===== src/rdb_pkg.sv =====
// shared types, constants and codes of the read depth binning block
package rdb_pkg;

  // default sizes of the top level parameters
  localparam int CHROM_COUNT_DEF = 32;
  localparam int SLOTS_DEF       = 8192;
  localparam int COUNT_W_DEF     = 32;

  // window register
  localparam int WIN_W       = 21;
  localparam logic [WIN_W-1:0] WIN_MIN   = 21'd2;
  localparam logic [WIN_W-1:0] WIN_MAX   = 21'd1048576;
  localparam logic [WIN_W-1:0] WIN_RESET = 21'd1000;

  // field widths
  localparam int CHROM_W = 5;
  localparam int POS_W   = 31;
  localparam int LEN_W   = 16;
  localparam int COORD_W = 32;
  localparam int OUT_CNT_W = 32;
  localparam int STATUS_W  = 2;

  // stream widths
  localparam int IN_TDATA_W  = 88;
  localparam int OUT_TDATA_W = 72;

  // divider widths
  localparam int NUM_W  = 34;
  localparam int DEN_W  = 22;
  localparam int SLOT_W = NUM_W + 1;

  // widest table index over the parameter range
  localparam int IDX_W_MAX = 28;

  // queue between front and back
  localparam int QUEUE_DEPTH = 2;

  // command codes
  localparam logic CMD_COUNT = 1'b0;
  localparam logic CMD_QUERY = 1'b1;

  // status codes
  localparam logic [STATUS_W-1:0] ST_OK      = 2'd0;
  localparam logic [STATUS_W-1:0] ST_RANGE   = 2'd1;
  localparam logic [STATUS_W-1:0] ST_OFFGRID = 2'd2;

  // classified operation handed from front to back
  typedef struct packed {
    logic                  query;
    logic                  alt;
    logic                  ok_a;
    logic                  ok_b;
    logic [IDX_W_MAX-1:0]  idx_a;
    logic [IDX_W_MAX-1:0]  idx_b;
    logic [STATUS_W-1:0]   status;
  } op_t;

endpackage


===== src/rdb_queue.sv =====
// short queue of classified operations between front and back
module rdb_queue (
  input  logic          clk,
  input  logic          rst_n,
  input  logic          push,
  input  rdb_pkg::op_t  din,
  output logic          full,
  input  logic          pop,
  output logic          empty,
  output rdb_pkg::op_t  dout
);

  localparam int D  = rdb_pkg::QUEUE_DEPTH;
  localparam int PW = (D > 1) ? $clog2(D) : 1;

  rdb_pkg::op_t    ent_r [D];
  logic [PW-1:0]   wp_r, rp_r;
  logic [PW:0]     cnt_r;

  assign full  = (cnt_r == (PW+1)'(D));
  assign empty = (cnt_r == '0);
  assign dout  = ent_r[rp_r];

  // pointers and fill level
  always_ff @(posedge clk) begin
    if (!rst_n) begin
      wp_r  <= '0;
      rp_r  <= '0;
      cnt_r <= '0;
    end else begin
      if (push) wp_r <= (wp_r == PW'(D - 1)) ? '0 : wp_r + 1'b1;
      if (pop)  rp_r <= (rp_r == PW'(D - 1)) ? '0 : rp_r + 1'b1;
      if (push && !pop) cnt_r <= cnt_r + 1'b1;
      else if (pop && !push) cnt_r <= cnt_r - 1'b1;
    end
  end

  // storage
  always_ff @(posedge clk) begin
    if (push) ent_r[wp_r] <= din;
  end

endmodule


===== config.mk =====
export PLATFORM = sky130hd
export DESIGN_NAME = rdb_queue
export DESIGN_NICKNAME = d
export VERILOG_FILES = /design/src/rdb_pkg.sv /design/src/rdb_queue.sv
export SDC_FILE = /design/constraint.sdc
export NUM_CORES = 1
export LEC_CHECK = 0
export BUFFER_PORTS_ARGS = -buffer_cell sky130_fd_sc_hd__buf_2
export CAP_MARGIN = 40
export CORE_MARGIN = 2
export CORE_UTILIZATION = 52
export CTS_BUF_LIST = sky130_fd_sc_hd__clkbuf_16
export DETAILED_ROUTE_END_ITERATION = 7
export PLACE_DENSITY = 0.81
export SYNTH_ARGS = -nofsm -noshare
export SYNTH_HDL_FRONTEND = slang
export SYNTH_SLANG_ARGS = --single-unit

===== constraint.sdc =====
create_clock -name clk -period 5.4 [get_ports clk]
set_clock_uncertainty 0.1 [all_clocks]
set_input_delay 0.81 -clock clk [delete_from_list [all_inputs] [get_ports clk]]
set_output_delay 0.81 -clock clk [all_outputs]
set_load 0.01 [all_outputs]

Yosys cells after proc, flatten, opt, wreduce, memory -nomap -nowiden

Memory sizes are Yosys's and may differ from the RTL's. A register that Yosys moved wholly into a read port is not among the register bits.
Index checks and enable logic that the tools add are counted.

Flip-flop bits (word level): 4
RAM bits: 124
Bits of input ports: 66
Output and inout bits: 64
Word-level logic and storage cells: 23
Memories: 1

Add/sub/neg operators: 4
Equality and inequality tests: 1
Multiplexer cells: 8
Reductions and logical operators: 6

Memory list:

| memory | words | bits a word | rd ports | clocked after memory_dff | write ports | line            | source |
|---|---|---|---|---|---|---|---|
| ent_r  | 2     | 62          | 1        | 1                        | 1           | rdb_queue.sv:16 | `rdb_pkg::op_t ent_r [D];` |

Operators with widths:

| cell                                                                | number |
|---|---|
| 1-bit 2-to-1 mux                                                    | 6 |
| 2-bit 2-to-1 mux                                                    | 2 |
| 1-bit adder (second input constant)                                 | 2 |
| 2-bit by 1-bit adder with 2-bit output (second input constant)      | 1 |
| 2-bit == test (second input constant)                               | 1 |
| 1-bit logical AND                                                   | 2 |
| 1-bit logical NOT                                                   | 2 |
| 2-bit logical NOT                                                   | 1 |
| 2-bit nonzero test                                                  | 1 |
| 2-bit by 1-bit subtractor with 2-bit output (second input constant) | 1 |

Longest topological paths before layout

Word-level depth: 4
Depth in mapped cells: 5

Worst setup path before layout

No wires, ideal clock.

Kind: in2reg
Start: input push
End: memory ent_r[0][0] in the netlist's numbering (enable)
Library setup time: 491 ps
Arrival time: 3,570 ps
Slack: 1,240 ps
Stages: 1
Cell sequence: nor2b_1

Longest elaborated chain between the ends: 2

RTL lines:

| item                                   | line            | source |
|---|---|---|
| start: declaration                     | rdb_queue.sv:5  | `input logic push,` |
| 1-bit 2-to-1 mux                       | rdb_queue.sv:40 | `if (push) ent_r[wp_r] <= din;` |
| 1-bit 2-to-1 mux (implied by the code) | rdb_queue.sv:40 |  |
| end: declaration                       | rdb_queue.sv:16 |  |

No other way between the ends.

==> reports/qor.yml <==
num_vias: 2418
final.min_clock_period_ps: 3190
clockBufferDepth: 2
clkPwrFrac_pct: 43.4
dp.cells: 449
clock_latency_ps: 390
synthCells: 215
crit_required_ps: 4490
rsz0062_at_grt: "no"
p_int_mw: 1.94
critPathMaxFanout: 32
outcome: "finished, final reports clean"
r2r_cells: 2
synth_top_area_share_pct: 79.0
ys_seq_area_share_pct: 81.1
ys.flop_type: "edfxtp_1"
nFillCells: 599
clock_sinks: 129
portBuffers: 129
numCtsBuffers: 17
netlist.top_cell.by_area: "edfxtp_1"
dr.first_iter.drc_count: 154
holdBufCountCts: 0
vdd_ir_drop_max_uv: 232
critical_path.slowest_cell: "dfxtp_2"
period_share_pct: 59.0
min-delay-path-class: "flip-flop to flip-flop"
syn_avg_cell_area_sq_um: 21.9
end_kind: "output pin"
hold_depth: 2
final_cells: 480
synth-edff-count: 124
tightest_slew_ps: 726
finalSetupViolations: 0
synth_seq_cells: 129
grt_pass1_vias: 2528
grt_max_degree: 35
drtPass1Iterations: 4
cp_slowest_stage_delay_ps: 790
finalHoldViolations: 0
swShare_pct: 21.2
synthMostInstantiatedCell: "edfxtp_1"
slew_viol_final: 0
netlist_area_sq_um: 4710
gp_congestion: 0.702
antenna_cells: 0
die_y_um: 99.2
cts_tree: "done"
hold-worst-slack_ps: 426
grt_use_total_pct: 16.8
place_area_sq_um: 5470
die_x_um: 99.2
fin_setup_tns_ps: 0
max_slew_margin_pct: 51.6
clockRootBuffer: "clkbuf_16"
power.switching_uw: 521
pwr-share-comb_pct: 8.7
antenna_found_initial: 1
r2r-end: "ent_r[1][16]"
crit_arrival_ps: 2280
grt_pass1_wl_mm: 12.3
netlist_top_cells_count: "edfxtp_1 (124), mux2_2 (62), buf_6 (6), dfxtp_1 (5), and2_1 (4)"
cts_resized: 0
synth_area_leaders: "edfxtp_1 (79%), mux2_2 (15%), dfxtp_1 (2.1%)"
layout-drive-gt1-share_pct: 61.3
grt_remaining_overflow: 0
syn2layout_area_growth_pct: 28.2
final_cell_area_sq_um: 6040
floorplan.initialDensity_pct: 53.8
hold_start: "cnt_r[1]"
syn_nets: 282
path_clk_slew_ps: 50
timing.fmax_ghz: 0.314
regToRegSetupSlack_ps: 3370
cts_max_level: 4
post_cts_buffers: 0
rows: 34
core_sq_um: 8760
viasPerCell: 5.04
path_cells: "buf_4 -> mux2_2 -> buf_2"
power_mw: 2.46
p_per_area_nw_per_um2: 407
holdPathEnd: "cnt_r[1]"
ant_nets: 0
crit_path_start_kind: "flip-flop"
max-cap-violations: 0
rr_startpoint: "wp_r"
routedWlPerCell_um: 16.7
p_leak_nw: 2.30
wl_mm: 7.99
io_pins: 130
ys_types: 17
drc: 0
dieArea_sq_um: 9840
critPathKind: "flip-flop to output pin"
place_hpwl_mm: 5.27
synthArstFlopShare_pct: 0
yosysWarnings: 0
final_nets: 427
power_frac_seq_pct: 47.9
per-layer routing:
metal / GRT usage [%] / up-vias / share of wire [%]
li1: - / 1136 / -
met4: 8.22 / 2 / 1.3
met3: 5.69 / 12 / 6.3
met1: 19.8 / 1180 / 40
met2: 27.7 / 88 / 52
met5: 0 / - / 0.16
worst max path at each step:
stage,from,to,slack [ps]
after CTS,flip-flop,dout[41],2160
after global routing,flip-flop,dout[41],2090
after floorplan,push,ent_r[0][0],1240
after detailed placement,flip-flop,dout[41],2610
final,flip-flop,dout[41],2210
after global placement,flip-flop,dout[41],2610
layout by cell type, fill, tap and decap left out, drive strengths merged:
cell	synthesis	layout
clkbuf	0	17
dfxtp	5	5
o21ai	1	1
nor2b	2	2
xor2	2	2
mux2	62	62
xnor2	1	1
nor2	1	1
and2	4	4
inv	1	3
bufinv	0	2
clkinv	0	5
or3	1	1
buf	7	133
a21boi	1	1
edfxtp	124	124
clkinvlp	0	5
ha	1	1
and2b	1	1
o21a	1	1
critical path, delay by kind of cell, from the launching register on:
| kind | cells | cell delay (ps) |
|---|---|---|
| flip-flops | 1 | 790 |
| buffers and inverters | 2 | 640 |
| multiplexers | 1 | 410 |
sequential cells by signal, summed over array words and instances, names as in the netlist, named ones only:
signal  count
ent_r     124
cnt_r       2
rp_r        1
wp_r        1
power groups by stage:
stage,combinational [mW],clock [mW],sequential [mW]
3_3_place_gp,0.210,0,1.20
3_5_place_dp,0.217,0,1.20
6_report,0.215,1.07,1.18
5_1_grt,0.233,1.14,1.18
2_1_floorplan,0.136,0,1.19
4_1_cts,0.219,1.09,1.18
layout make-up:
cell class | instances | area, sq um | share of cell area [%]
inverter | 1 | 3.75 | 0.0621
sequential | 129 | 3820 | 63.3
tap | 108 | 135 | 2.24
clock buffer | 17 | 425 | 7.04
clock inverter | 14 | 141 | 2.34
timing repair buffer | 133 | 688 | 11.4
multi-input combinational | 78 | 822 | 13.6
per-stage QoR:
stage | setup WS, ps | utilization, %
global route | 2090 | 68.9
floorplan | 1240 | -
finish | 2210 | 68.9
CTS | 2160 | 68.9
detailed placement | 2610 | 62.5
global placement | 2610 | 62.2
cell families (layout without fill, tap and decap cells):
kind of cell             after synthesis  count (layout)  synth area share [%]
AO/OA/AOI/OAI                          3               3                 0.425
XOR/XNOR                               3               3                 0.558
buffers and inverters                  8             165                  1.62
multiplexers                          62              62                  14.8
AND/OR/NAND/NOR                        9               9                  1.19
adder cells (fa/ha/maj)                1               1                 0.265
flip-flops                           129             129                  81.1
Note: power is estimated with default switching activity, not from simulation.
