`src/rdb_pkg.sv`:
```
// shared types, constants and codes of the read depth binning block
package rdb_pkg;

  // default sizes of the top level parameters
  localparam int CHROM_COUNT_DEF = 32;
  localparam int SLOTS_DEF       = 8192;
  localparam int COUNT_W_DEF     = 32;

  // window register
  localparam int WIN_W       = 21;
  localparam logic [WIN_W-1:0] WIN_MIN   = 21'd2;
  localparam logic [WIN_W-1:0] WIN_MAX   = 21'd1048576;
  localparam logic [WIN_W-1:0] WIN_RESET = 21'd1000;

  // field widths
  localparam int CHROM_W = 5;
  localparam int POS_W   = 31;
  localparam int LEN_W   = 16;
  localparam int COORD_W = 32;
  localparam int OUT_CNT_W = 32;
  localparam int STATUS_W  = 2;

  // stream widths
  localparam int IN_TDATA_W  = 88;
  localparam int OUT_TDATA_W = 72;

  // divider widths
  localparam int NUM_W  = 34;
  localparam int DEN_W  = 22;
  localparam int SLOT_W = NUM_W + 1;

  // widest table index over the parameter range
  localparam int IDX_W_MAX = 28;

  // queue between front and back
  localparam int QUEUE_DEPTH = 2;

  // command codes
  localparam logic CMD_COUNT = 1'b0;
  localparam logic CMD_QUERY = 1'b1;

  // status codes
  localparam logic [STATUS_W-1:0] ST_OK      = 2'd0;
  localparam logic [STATUS_W-1:0] ST_RANGE   = 2'd1;
  localparam logic [STATUS_W-1:0] ST_OFFGRID = 2'd2;

  // classified operation handed from front to back
  typedef struct packed {
    logic                  query;
    logic                  alt;
    logic                  ok_a;
    logic                  ok_b;
    logic [IDX_W_MAX-1:0]  idx_a;
    logic [IDX_W_MAX-1:0]  idx_b;
    logic [STATUS_W-1:0]   status;
  } op_t;

endpackage

```
`src/rdb_div.sv`:
```
// bit-serial restoring divider, one quotient bit per cycle
module rdb_div (
  input  logic                      clk,
  input  logic                      rst_n,
  input  logic                      start,
  input  logic [rdb_pkg::NUM_W-1:0] num,
  input  logic [rdb_pkg::DEN_W-1:0] den,
  output logic                      done,
  output logic [rdb_pkg::NUM_W-1:0] quo,
  output logic                      rem_zero
);

  localparam int NW = rdb_pkg::NUM_W;
  localparam int DW = rdb_pkg::DEN_W;
  localparam int CW = $clog2(NW);

  logic [NW-1:0] num_r;
  logic [NW-1:0] quo_r;
  logic [DW-1:0] rem_r;
  logic [DW-1:0] den_r;
  logic [CW-1:0] cnt_r;
  logic          busy_r;
  logic          done_r;
  logic [DW:0]   trial;
  logic [DW:0]   diff;
  logic          ge;

  // trial subtraction of one step
  assign trial = {rem_r, num_r[NW-1]};
  assign diff  = trial - {1'b0, den_r};
  assign ge    = trial >= {1'b0, den_r};

  // control
  always_ff @(posedge clk) begin
    if (!rst_n) begin
      busy_r <= 1'b0;
      done_r <= 1'b0;
      cnt_r  <= '0;
    end else begin
      done_r <= 1'b0;
      if (start) begin
        busy_r <= 1'b1;
        cnt_r  <= '0;
      end else if (busy_r) begin
        cnt_r <= cnt_r + 1'b1;
        if (cnt_r == CW'(NW - 1)) begin
          busy_r <= 1'b0;
          done_r <= 1'b1;
        end
      end
    end
  end

  // datapath
  always_ff @(posedge clk) begin
    if (start) begin
      num_r <= num;
      den_r <= den;
      rem_r <= '0;
      quo_r <= '0;
    end else if (busy_r) begin
      num_r <= {num_r[NW-2:0], 1'b0};
      quo_r <= {quo_r[NW-2:0], ge};
      rem_r <= ge ? diff[DW-1:0] : trial[DW-1:0];
    end
  end

  assign done     = done_r;
  assign quo      = quo_r;
  assign rem_zero = (rem_r == '0);

endmodule

```
`src/rdb_front.sv`:
```
// front end: accepts items, works out window slots and classifies them
module rdb_front #(
  parameter int CHROM_COUNT     = rdb_pkg::CHROM_COUNT_DEF,
  parameter int SLOTS_PER_CHROM = rdb_pkg::SLOTS_DEF
) (
  input  logic                          clk,
  input  logic                          rst_n,
  input  logic                          enable,
  input  logic [rdb_pkg::WIN_W-1:0]     win,
  input  logic                          in_valid,
  output logic                          in_ready,
  input  logic                          cmd,
  input  logic [rdb_pkg::CHROM_W-1:0]   chrom_id,
  input  logic [rdb_pkg::POS_W-1:0]     read_pos,
  input  logic [rdb_pkg::LEN_W-1:0]     read_length,
  input  logic                          has_alt_hits,
  input  logic [rdb_pkg::COORD_W-1:0]   query_coord,
  output logic                          push,
  input  logic                          full,
  output rdb_pkg::op_t                  op
);

  localparam int NW    = rdb_pkg::NUM_W;
  localparam int DW    = rdb_pkg::DEN_W;
  localparam int SW    = rdb_pkg::SLOT_W;
  localparam int IDX_W = $clog2(CHROM_COUNT * SLOTS_PER_CHROM);

  typedef enum logic [3:0] {
    F_IDLE = 4'b0001,
    F_DIV1 = 4'b0010,
    F_DIV2 = 4'b0100,
    F_PUSH = 4'b1000
  } fstate_t;

  fstate_t state_r;
  logic    start_r;
  logic    cmd_r;
  logic    alt_r;
  logic [rdb_pkg::CHROM_W-1:0] chrom_r;
  logic [NW-1:0] n1_r, n2_r;
  logic [DW-1:0] d1_r, d2_r;
  logic          neg_a_r, neg_b_r;
  logic [NW-1:0] q1_r, q2_r;
  logic          r1z_r, r2z_r;

  logic          acc;
  logic [31:0]   mid;
  logic [NW-1:0] w_ext;
  logic signed [NW-1:0] dq, eq;
  logic          div_done;
  logic [NW-1:0] div_q;
  logic          div_rz;

  assign in_ready = (state_r == F_IDLE) && enable;
  assign acc      = in_ready && in_valid;

  // dividends and divisors of both steps
  assign mid   = {1'b0, read_pos} + 32'(read_length >> 1);
  assign w_ext = NW'(win);
  assign dq    = signed'({{(NW-rdb_pkg::COORD_W){query_coord[rdb_pkg::COORD_W-1]}},
                          query_coord}) - NW'(1);
  assign eq    = dq + signed'(NW'(win >> 1));

  always_ff @(posedge clk) begin
    if (acc) begin
      cmd_r   <= cmd;
      alt_r   <= has_alt_hits;
      chrom_r <= chrom_id;
      if (cmd == rdb_pkg::CMD_COUNT) begin
        n1_r    <= NW'(mid);
        d1_r    <= DW'(win);
        n2_r    <= NW'({mid, 1'b0}) + w_ext;
        d2_r    <= DW'({win, 1'b0});
        neg_a_r <= 1'b0;
        neg_b_r <= 1'b0;
      end else begin
        n1_r    <= dq[NW-1] ? '0 : dq;
        d1_r    <= DW'(win);
        n2_r    <= eq[NW-1] ? '0 : eq;
        d2_r    <= DW'(win);
        neg_a_r <= dq[NW-1];
        neg_b_r <= eq[NW-1];
      end
    end
  end

  // shared divider
  rdb_div u_div (
    .clk      (clk),
    .rst_n    (rst_n),
    .start    (start_r),
    .num      ((state_r == F_DIV1) ? n1_r : n2_r),
    .den      ((state_r == F_DIV1) ? d1_r : d2_r),
    .done     (div_done),
    .quo      (div_q),
    .rem_zero (div_rz)
  );

  // sequencer
  always_ff @(posedge clk) begin
    if (!rst_n) begin
      state_r <= F_IDLE;
      start_r <= 1'b0;
    end else begin
      start_r <= 1'b0;
      case (state_r)
        F_IDLE: begin
          if (acc) begin
            state_r <= F_DIV1;
            start_r <= 1'b1;
          end
        end
        F_DIV1: begin
          if (div_done) begin
            state_r <= F_DIV2;
            start_r <= 1'b1;
          end
        end
        F_DIV2: begin
          if (div_done) state_r <= F_PUSH;
        end
        F_PUSH: begin
          if (!full) state_r <= F_IDLE;
        end
        default: state_r <= F_IDLE;
      endcase
    end
  end

  // quotients
  always_ff @(posedge clk) begin
    if (div_done && state_r == F_DIV1) begin
      q1_r  <= div_q;
      r1z_r <= div_rz;
    end
    if (div_done && state_r == F_DIV2) begin
      q2_r  <= div_q;
      r2z_r <= div_rz;
    end
  end

  // classification
  logic [SW-1:0] slot_a, slot_b, slot_q;
  logic          chrom_ok, ok_a, ok_b, found_a, found_b, ok_q;
  logic [IDX_W-1:0] base;

  assign slot_a   = {q1_r, 1'b1};
  assign slot_b   = {q2_r, 1'b0};
  assign chrom_ok = 9'(chrom_r) < 9'(CHROM_COUNT);
  assign ok_a     = chrom_ok && (slot_a < SW'(SLOTS_PER_CHROM));
  assign ok_b     = chrom_ok && (slot_b < SW'(SLOTS_PER_CHROM));
  assign found_a  = !neg_a_r && r1z_r;
  assign found_b  = !neg_b_r && r2z_r;
  assign slot_q   = found_a ? slot_a : slot_b;
  assign ok_q     = (found_a || found_b) && chrom_ok && (slot_q < SW'(SLOTS_PER_CHROM));
  assign base     = IDX_W'(chrom_r) * IDX_W'(SLOTS_PER_CHROM);

  always_comb begin
    op       = '0;
    op.query = cmd_r;
    op.alt   = alt_r;
    if (cmd_r == rdb_pkg::CMD_COUNT) begin
      op.ok_a   = ok_a;
      op.ok_b   = ok_b;
      op.idx_a  = rdb_pkg::IDX_W_MAX'(base + IDX_W'(slot_a));
      op.idx_b  = rdb_pkg::IDX_W_MAX'(base + IDX_W'(slot_b));
      op.status = (ok_a && ok_b) ? rdb_pkg::ST_OK : rdb_pkg::ST_RANGE;
    end else begin
      op.ok_a   = ok_q;
      op.ok_b   = 1'b0;
      op.idx_a  = rdb_pkg::IDX_W_MAX'(base + IDX_W'(slot_q));
      op.idx_b  = '0;
      op.status = ok_q ? rdb_pkg::ST_OK : rdb_pkg::ST_OFFGRID;
    end
  end

  assign push = (state_r == F_PUSH) && !full;

endmodule

```
`config.mk`:
```
export PLATFORM = sky130hd
export DESIGN_NAME = rdb_front
export DESIGN_NICKNAME = d
export VERILOG_FILES = /design/src/rdb_pkg.sv /design/src/rdb_div.sv /design/src/rdb_front.sv
export SDC_FILE = /design/constraint.sdc
export NUM_CORES = 1
export LEC_CHECK = 0
export ABC_AREA = 1
export BUFFER_PORTS_ARGS = -buffer_cell sky130_fd_sc_hd__buf_2
export CELL_PAD_IN_SITES_DETAIL_PLACEMENT = 0
export CELL_PAD_IN_SITES_GLOBAL_PLACEMENT = 2
export CORE_ASPECT_RATIO = 1.4
export CORE_MARGIN = 2
export CORE_UTILIZATION = 36
export DETAILED_ROUTE_END_ITERATION = 12
export GPL_ROUTABILITY_DRIVEN = 0
export MAX_ROUTING_LAYER = met4
export PLACE_DENSITY_LB_ADDON = 0.1
export SLEW_MARGIN = 20
export SYNTH_ARGS = -nofsm -noshare
export SYNTH_HDL_FRONTEND = slang
export SYNTH_SLANG_ARGS = --single-unit
export TNS_END_PERCENT = 50
```
`constraint.sdc`:
```
create_clock -name clk -period 4.7 [get_ports clk]
set_input_delay 0.235 -clock clk [delete_from_list [all_inputs] [get_ports clk]]
set_output_delay 0.235 -clock clk [all_outputs]
set_load 0.05 [all_outputs]
```
* After elaboration in Yosys (flattened, before gate mapping)
Index checks and enable logic that the tools add are counted.
** Cells by class
- Multiply operators :: 0
- Shift operators :: 0
- $add $sub $neg :: 9
- Reductions and logical operators :: 19
- Divide/modulo/power cells :: 0
- Mux-type cells :: 26
- Magnitude comparators :: 4
- Eq/ne operators :: 9
- Bitwise logic cells :: 3
** Operators by type and width (number)
- 34-bit 2-to-1 mux :: 4
- 35-bit by 14-bit < comparator with 1-bit output (second input constant) :: 3
- 33-bit by 21-bit adder with 34-bit output :: 2
- 32-bit 2-to-1 mux :: 2
- 60-bit 2-to-1 mux :: 1
- 18-bit by 18-bit adder with 19-bit output :: 3
- 21-bit 2-to-1 mux :: 2
- 35-bit 2-to-1 mux :: 1
- 33-bit 2-to-1 mux :: 1
- 32-bit by 2-bit subtractor with 33-bit output (second input constant) :: 1
- 31-bit by 15-bit adder with 32-bit output :: 1
- 23-bit by 22-bit >= comparator with 1-bit output :: 1
- 22-bit logical NOT :: 1
- 22-bit 2-to-1 mux :: 1
- 22-bit subtractor :: 1
- 4-bit 2-to-1 mux :: 4
- 4-bit one-hot mux with 4 select lines :: 1
- 1-bit logical AND :: 9
- 1-bit 2-to-1 mux :: 7
- 6-bit by 1-bit adder with 6-bit output (second input constant) :: 1
- 6-bit == test (second input constant) :: 1
- 4-bit by 1-bit == test with 1-bit output (second input constant) :: 1
- 4-bit by 2-bit == test with 1-bit output (second input constant) :: 1
- 4-bit by 3-bit == test with 1-bit output (second input constant) :: 1
- other kinds (12) :: 19
** Storage, ports and cells
- Bits in read-only memories :: 0
- Memories kept :: 0
- Word-level logic and storage cells :: 97
- Latch bits :: 0
- Memory bits (writable) :: 0
- Bits of input ports :: 112
- Register bits :: 315

* Depth between registers and ports, before layout
- Depth after elaboration :: 7
- Depth in mapped cells :: 25
- Depth with buffers taken out :: 25

* By module
Synthesis repeated with hierarchy kept, for this count alone.
** Unflattened totals
- Cell total of the unflattened synthesis :: 2642
- Area, all modules :: 20347.0 sq um
** Modules (own cells, without submodules)
- rdb_front :: area an instance 13805.7 sq um, instances 1, cells each 1768
- rdb_div :: area an instance 6541.3 sq um, instances 1, cells each 874

* Least setup slack after synthesis
No wires, ideal clock.
- Path kind :: register to register
- Start point :: register state_r[3]
- End point :: register alt_r (enable)
- Period minus slack after synthesis :: 4.270 ns
- Slack :: 0.430 ns
- Path buffers :: 0
- Stages on the path, launching flop included :: 6
- Arrival :: 3.797 ns
- Cells stage by stage :: dfxtp_1 > nor2_1 > nand3_1 > nor2_1 > nand2_1 > inv_1
** Between the ends
- Cells in the longest elaborated chain, start to end :: 3
** RTL lines
- start: declaration :: RTL line rdb_front.sv:35 : fstate_t state_r;
- start signal: assignment :: RTL line rdb_front.sv:102 : state_r <= F_IDLE;
- start signal: assignment :: RTL line rdb_front.sv:109 : state_r <= F_DIV1;
- start signal: assignment :: RTL line rdb_front.sv:115 : state_r <= F_DIV2;
- 4-bit by 1-bit == test with 1-bit output :: RTL line rdb_front.sv:54 : assign in_ready = (state_r == F_IDLE) && enable;
- 1-bit logical AND :: RTL line rdb_front.sv:54
- net in_ready :: RTL line rdb_front.sv:11 : output logic in_ready,
- 1-bit logical AND :: RTL line rdb_front.sv:55 : assign acc = in_ready && in_valid;
- net acc :: RTL line rdb_front.sv:46 : logic acc;
- end signal: assignment :: RTL line rdb_front.sv:67 : alt_r <= has_alt_hits;
- end: declaration :: RTL line rdb_front.sv:38 : logic alt_r;
The timed path passes the listed nets, and every way through them passes these cells.
A chain may end at the register's enable or synchronous reset.

* Final worst setup path
- Start point :: input port read_pos[10] (netlist bit)
- End point :: register n2_r[29] (data pin)
** Between the ends
- Cells in the longest elaborated chain, start to end :: 3
** RTL lines
- start: declaration :: RTL line rdb_front.sv:14 : input logic [rdb_pkg::POS_W-1:0] read_pos,
- 31-bit by 15-bit adder with 32-bit output :: RTL line rdb_front.sv:58 : assign mid = {1'b0, read_pos} + 32'(read_length >> 1);
- 33-bit by 21-bit adder with 34-bit output :: RTL line rdb_front.sv:72 : n2_r <= NW'({mid, 1'b0}) + w_ext;
- 34-bit 2-to-1 mux :: RTL line rdb_front.sv:69 : if (cmd == rdb_pkg::CMD_COUNT) begin
- end signal: assignment :: RTL line rdb_front.sv:72
- end signal: assignment :: RTL line rdb_front.sv:79 : n2_r <= eq[NW-1] ? '0 : eq;
- end: declaration :: RTL line rdb_front.sv:40 : logic [NW-1:0] n1_r, n2_r;
Every way passes these cells.

==> out/results.tsv <==
stage	metric	value	unit
yosys	Syn. warnings	0	
routing	wire length per cell after detailed routing	17.4	microns
final_layout	number of fill cells	5591	
sta	post-route minimum period	3.86	ns
floorplan	area of the die	55800	sq um
sta	worst clock skew on the final layout	0.0120	ns
setup_path	Critical Path Source Type	input pin	
final_layout	post-route insts no fill	3342	
yosys	number of standard cells after synthesis	2429	
yosys	primary flip-flop cell chosen by synthesis mapping	sky130_fd_sc_hd__edfxtp_1	
yosys	fraction of synthesized cell area in xor and xnor cells	0.0436	
placement	count of buffers from port buffering	155	
yosys	Post-Synthesis Cell Area	19400	sq um
sta	count of final hold-check violations	0	
final_layout	post-synthesis to final-layout area growth	14.3	%
placement	placed cell count	3266	
floorplan	Die Span Y	279	microns
power	IR drop worst, VDD	0.254	mV
routing	ANT nets after route	0	
floorplan	initial core utilization	0.364	
sta	total count of max-transition violations in the final report	0	
sta	post-route fraction of the period consumed by the critical path	0.822	
sta	highest achievable clock rate	0.259	GHz
yosys	cell taking the most area after synthesis	sky130_fd_sc_hd__edfxtp_1	
cts	CTS tree	built	
routing	DRC violations left	0	
yosys	sequential cell area fraction in the yosys report	0.450	
cts	htree depth	1	
global_route	wire length of the first global-routing pass	90500	microns
yosys	share of synthesized cell area in and, or, nand and nor gates	0.250	
sta	Finish-stage setup viols	0	
cts	Clock Pin Slew Worst Setup and Hold Paths	0.07	ns
yosys	EDFF count, synth	245	
sta	setup TNS	0	ns
yosys	dominant combinational cell family by area after synthesis	simple AND/OR/NAND/NOR gates	
global_route	number of global-route vias before repair	17000	
cts	Root Buffer	sky130_fd_sc_hd__clkbuf_16	
final_layout	# diodes	0	
setup_path	arrival time reported for the critical path endpoint	4.18	ns
power	Power Density	368	nW/um^2
floorplan	placeable core area	53300	sq um
job	MaxCap Viol Count	0	
cts	number of CTS-inserted buffers	27	
yosys	Mapped Avg Cell Area	7.99	sq um
floorplan	horizontal die dimension	200	microns
power	Static Leak	9.76	nW
global_route	antenna violations before repair	0	
sta	unrepaired setup endpoints after global routing	false	
yosys	top post-synthesis cells by area	sky130_fd_sc_hd__edfxtp_1 38%, sky130_fd_sc_hd__nand2_1 13%, sky130_fd_sc_hd__dfxtp_1 7.1%, sky130_fd_sc_hd__ha_1 6.1%, sky130_fd_sc_hd__inv_1 5.1%	
final_layout	share of layout cells above drive strength 1	0.104	
setup_path	worst setup path class	in2reg	
routing	Iteration-0 DRC Markers	803	
yosys	post-synthesis share of cell area spent on full adders, half adders and majority gates	0.0668	
sta	Hold WS	0.0279	ns
routing	first-pass detailed-route iteration total	5	
placement	post-DP HPWL	47100	microns
global_route	gr ovfl total	0	
cts	Skew-Pair Late Insertion Delay	0.57	ns
yosys	count of unique library cells instantiated by Yosys	54	
yosys	Synth Area in Compound Gates	0.116	
cts	deepest clock path buffer count	3	
routing	average vias per placed instance	4.90	
run_status	status	finished clean	
setup_path	critical-path maximum fanout	4	
setup_path	required time of the critical path	5.02	ns
global_route	largest net degree at the start of global routing	64	
cts	sink count of the clock tree	314	
sta	relative max-transition margin	0.324	
min_path	worst hold path type	in2reg	
routing	WL final	58300	microns
yosys	fraction of post-synthesis cell area in the top cell type by area	0.379	
floorplan	number of cell rows	100	
final_layout	number of nets at the end of the flow	2819	
yosys	mux share of post-synthesis cell area	0	
global_route	total track usage	0.213	
sta	measured slew at the worst slew-check pin	1.01	ns
yosys	post-synthesis sequential element count	314	
setup_path	Critical Path End Type	flip-flop	
routing	Via Count	16400	
cts	Setup Fix Bufs, Post-CTS	0	
floorplan	total I/O pin count	176	
yosys	Async SR Flop Fraction	0	
final cells by class:
| cell class | count | area, sq um | area share |
|---|---|---|---|
| clock buffer | 32 | 726 | 0.0327 |
| clock inverter | 18 | 218 | 0.00981 |
| inverter | 275 | 1030 | 0.0466 |
| multi-input combinational | 1783 | 9340 | 0.421 |
| sequential | 314 | 8740 | 0.394 |
| tap | 714 | 893 | 0.0403 |
| timing repair buffer | 206 | 1240 | 0.0557 |
cells by family after synthesis:
family,after synthesis
adder cells (fa/ha/maj),100
AO/OA/AOI/OAI,401
buffers and inverters,352
other,1
XOR/XNOR,95
flip-flops,314
AND/OR/NAND/NOR,1166
timing repair:
action / CTS / global route
setup endpoints to repair: 0 / 0
hold endpoints to repair: 31 / 0
hold buffers: 26 / 0
resized for setup: 0 / 0
cell usage after synthesis (all sizes together), types with 2 or more instances:
library cell  number
or2                4
nor4              18
nor3b              4
a21o               9
and2               4
dfxtp             69
a31oi              9
ha                94
nand2            702
a21oi            108
o21ai            183
edfxtp           245
nand3b             6
xnor2             36
nand4             32
or3                2
nor3              24
o211ai            12
o21a               3
inv              270
clkinv             5
o21bai            10
a21boi             3
o22ai             42
clkbuf            47
nor2             256
xor2              59
nand3            111
buf               30
and3               2
a22o              16
a211oi             2
fa                 6
final timing paths:
| kind | depth (start not counted) | from | slack, ns | endpoint |
|---|---|---|---|---|
| max | 20 | read_pos[10] | 0.84 | n2_r[29] |
| min | 1 | win[12] | 0.03 | d1_r[12] |
| max reg2reg | 12 | u_div.num_r[33] | 1.58 | u_div.rem_r[9] |
| min reg2reg | 0 | u_div.quo[3] | 0.45 | q1_r[3] |
layout by cell type (no fill, tap or decap), types with 15 or more instances in the layout:
cell	instances
sky130_fd_sc_hd__nand4_1	32
sky130_fd_sc_hd__nand3_1	108
sky130_fd_sc_hd__a22o_1	16
sky130_fd_sc_hd__conb_1	21
sky130_fd_sc_hd__xor2_1	57
sky130_fd_sc_hd__inv_1	264
sky130_fd_sc_hd__nor2_2	15
sky130_fd_sc_hd__a21oi_1	108
sky130_fd_sc_hd__xnor2_1	36
sky130_fd_sc_hd__buf_2	155
sky130_fd_sc_hd__dlygate4sd3_1	26
sky130_fd_sc_hd__buf_4	24
sky130_fd_sc_hd__nor4_1	18
sky130_fd_sc_hd__dfxtp_1	68
sky130_fd_sc_hd__nor3_1	22
sky130_fd_sc_hd__ha_1	94
sky130_fd_sc_hd__o21ai_0	181
sky130_fd_sc_hd__edfxtp_1	245
sky130_fd_sc_hd__nor2_1	235
sky130_fd_sc_hd__o22ai_1	42
sky130_fd_sc_hd__nand2_1	697
sky130_fd_sc_hd__clkbuf_16	28
worst max-delay path, cell delays in order:
cell and delay [ns]:
sky130_fd_sc_hd__buf_2 0.10, sky130_fd_sc_hd__ha_1 0.35, sky130_fd_sc_hd__nand2_1 0.12, sky130_fd_sc_hd__nor2_1 0.41, sky130_fd_sc_hd__nand3_1 0.14, sky130_fd_sc_hd__nand3_1 0.39, sky130_fd_sc_hd__a41oi_1 0.21, sky130_fd_sc_hd__xnor2_1 0.40
sky130_fd_sc_hd__ha_1 0.32, sky130_fd_sc_hd__a21oi_1 0.21, sky130_fd_sc_hd__o21ai_0 0.16, sky130_fd_sc_hd__a21oi_1 0.18, sky130_fd_sc_hd__nand2_1 0.07, sky130_fd_sc_hd__a31oi_1 0.33, sky130_fd_sc_hd__buf_4 0.21, sky130_fd_sc_hd__nor2_1 0.08
sky130_fd_sc_hd__nand2_1 0.06, sky130_fd_sc_hd__nand2_1 0.04, sky130_fd_sc_hd__nand3_1 0.09, sky130_fd_sc_hd__nand2_1 0.07
sequential cells by signal, indices dropped and copies added (netlist names), 4 cells and up:
| name | cells |
|---|---|
| chrom_r | 5 |
| u_div.quo | 34 |
| n1_r | 33 |
| state_r | 4 |
| u_div.cnt_r | 6 |
| q1_r | 34 |
| d1_r | 21 |
| d2_r | 22 |
| n2_r | 34 |
| u_div.den_r | 22 |
| q2_r | 34 |
| u_div.rem_r | 22 |
| u_div.num_r | 34 |
stage by stage:
step	power (mW)	util	cell area [sq um]	worst slack [ns]
floorplan	5.10	-	19500	0.430
global placement	5.84	0.394	21000	0.346
detailed placement	5.85	0.394	21000	0.325
CTS	8.25	0.416	22200	0.919
global route	8.66	0.416	22200	0.635
finish	8.16	0.416	22200	0.837
where the power goes:
group | internal [mW] | switching, mW | total (mW)
clock network | 1.34 | 1.03 | 2.36
registers | 3.24 | 0.129 | 3.37
logic | 0.787 | 1.65 | 2.43
metal layers:
metal,vias up,global-route usage,share of wire
met1,7551,0.216,0.39
met5,-,-,0
met4,0,0.0908,0.044
met3,99,0.0110,0.023
met2,291,0.422,0.55
li1,8424,-,-
Power figures use the tool's default switching activity.
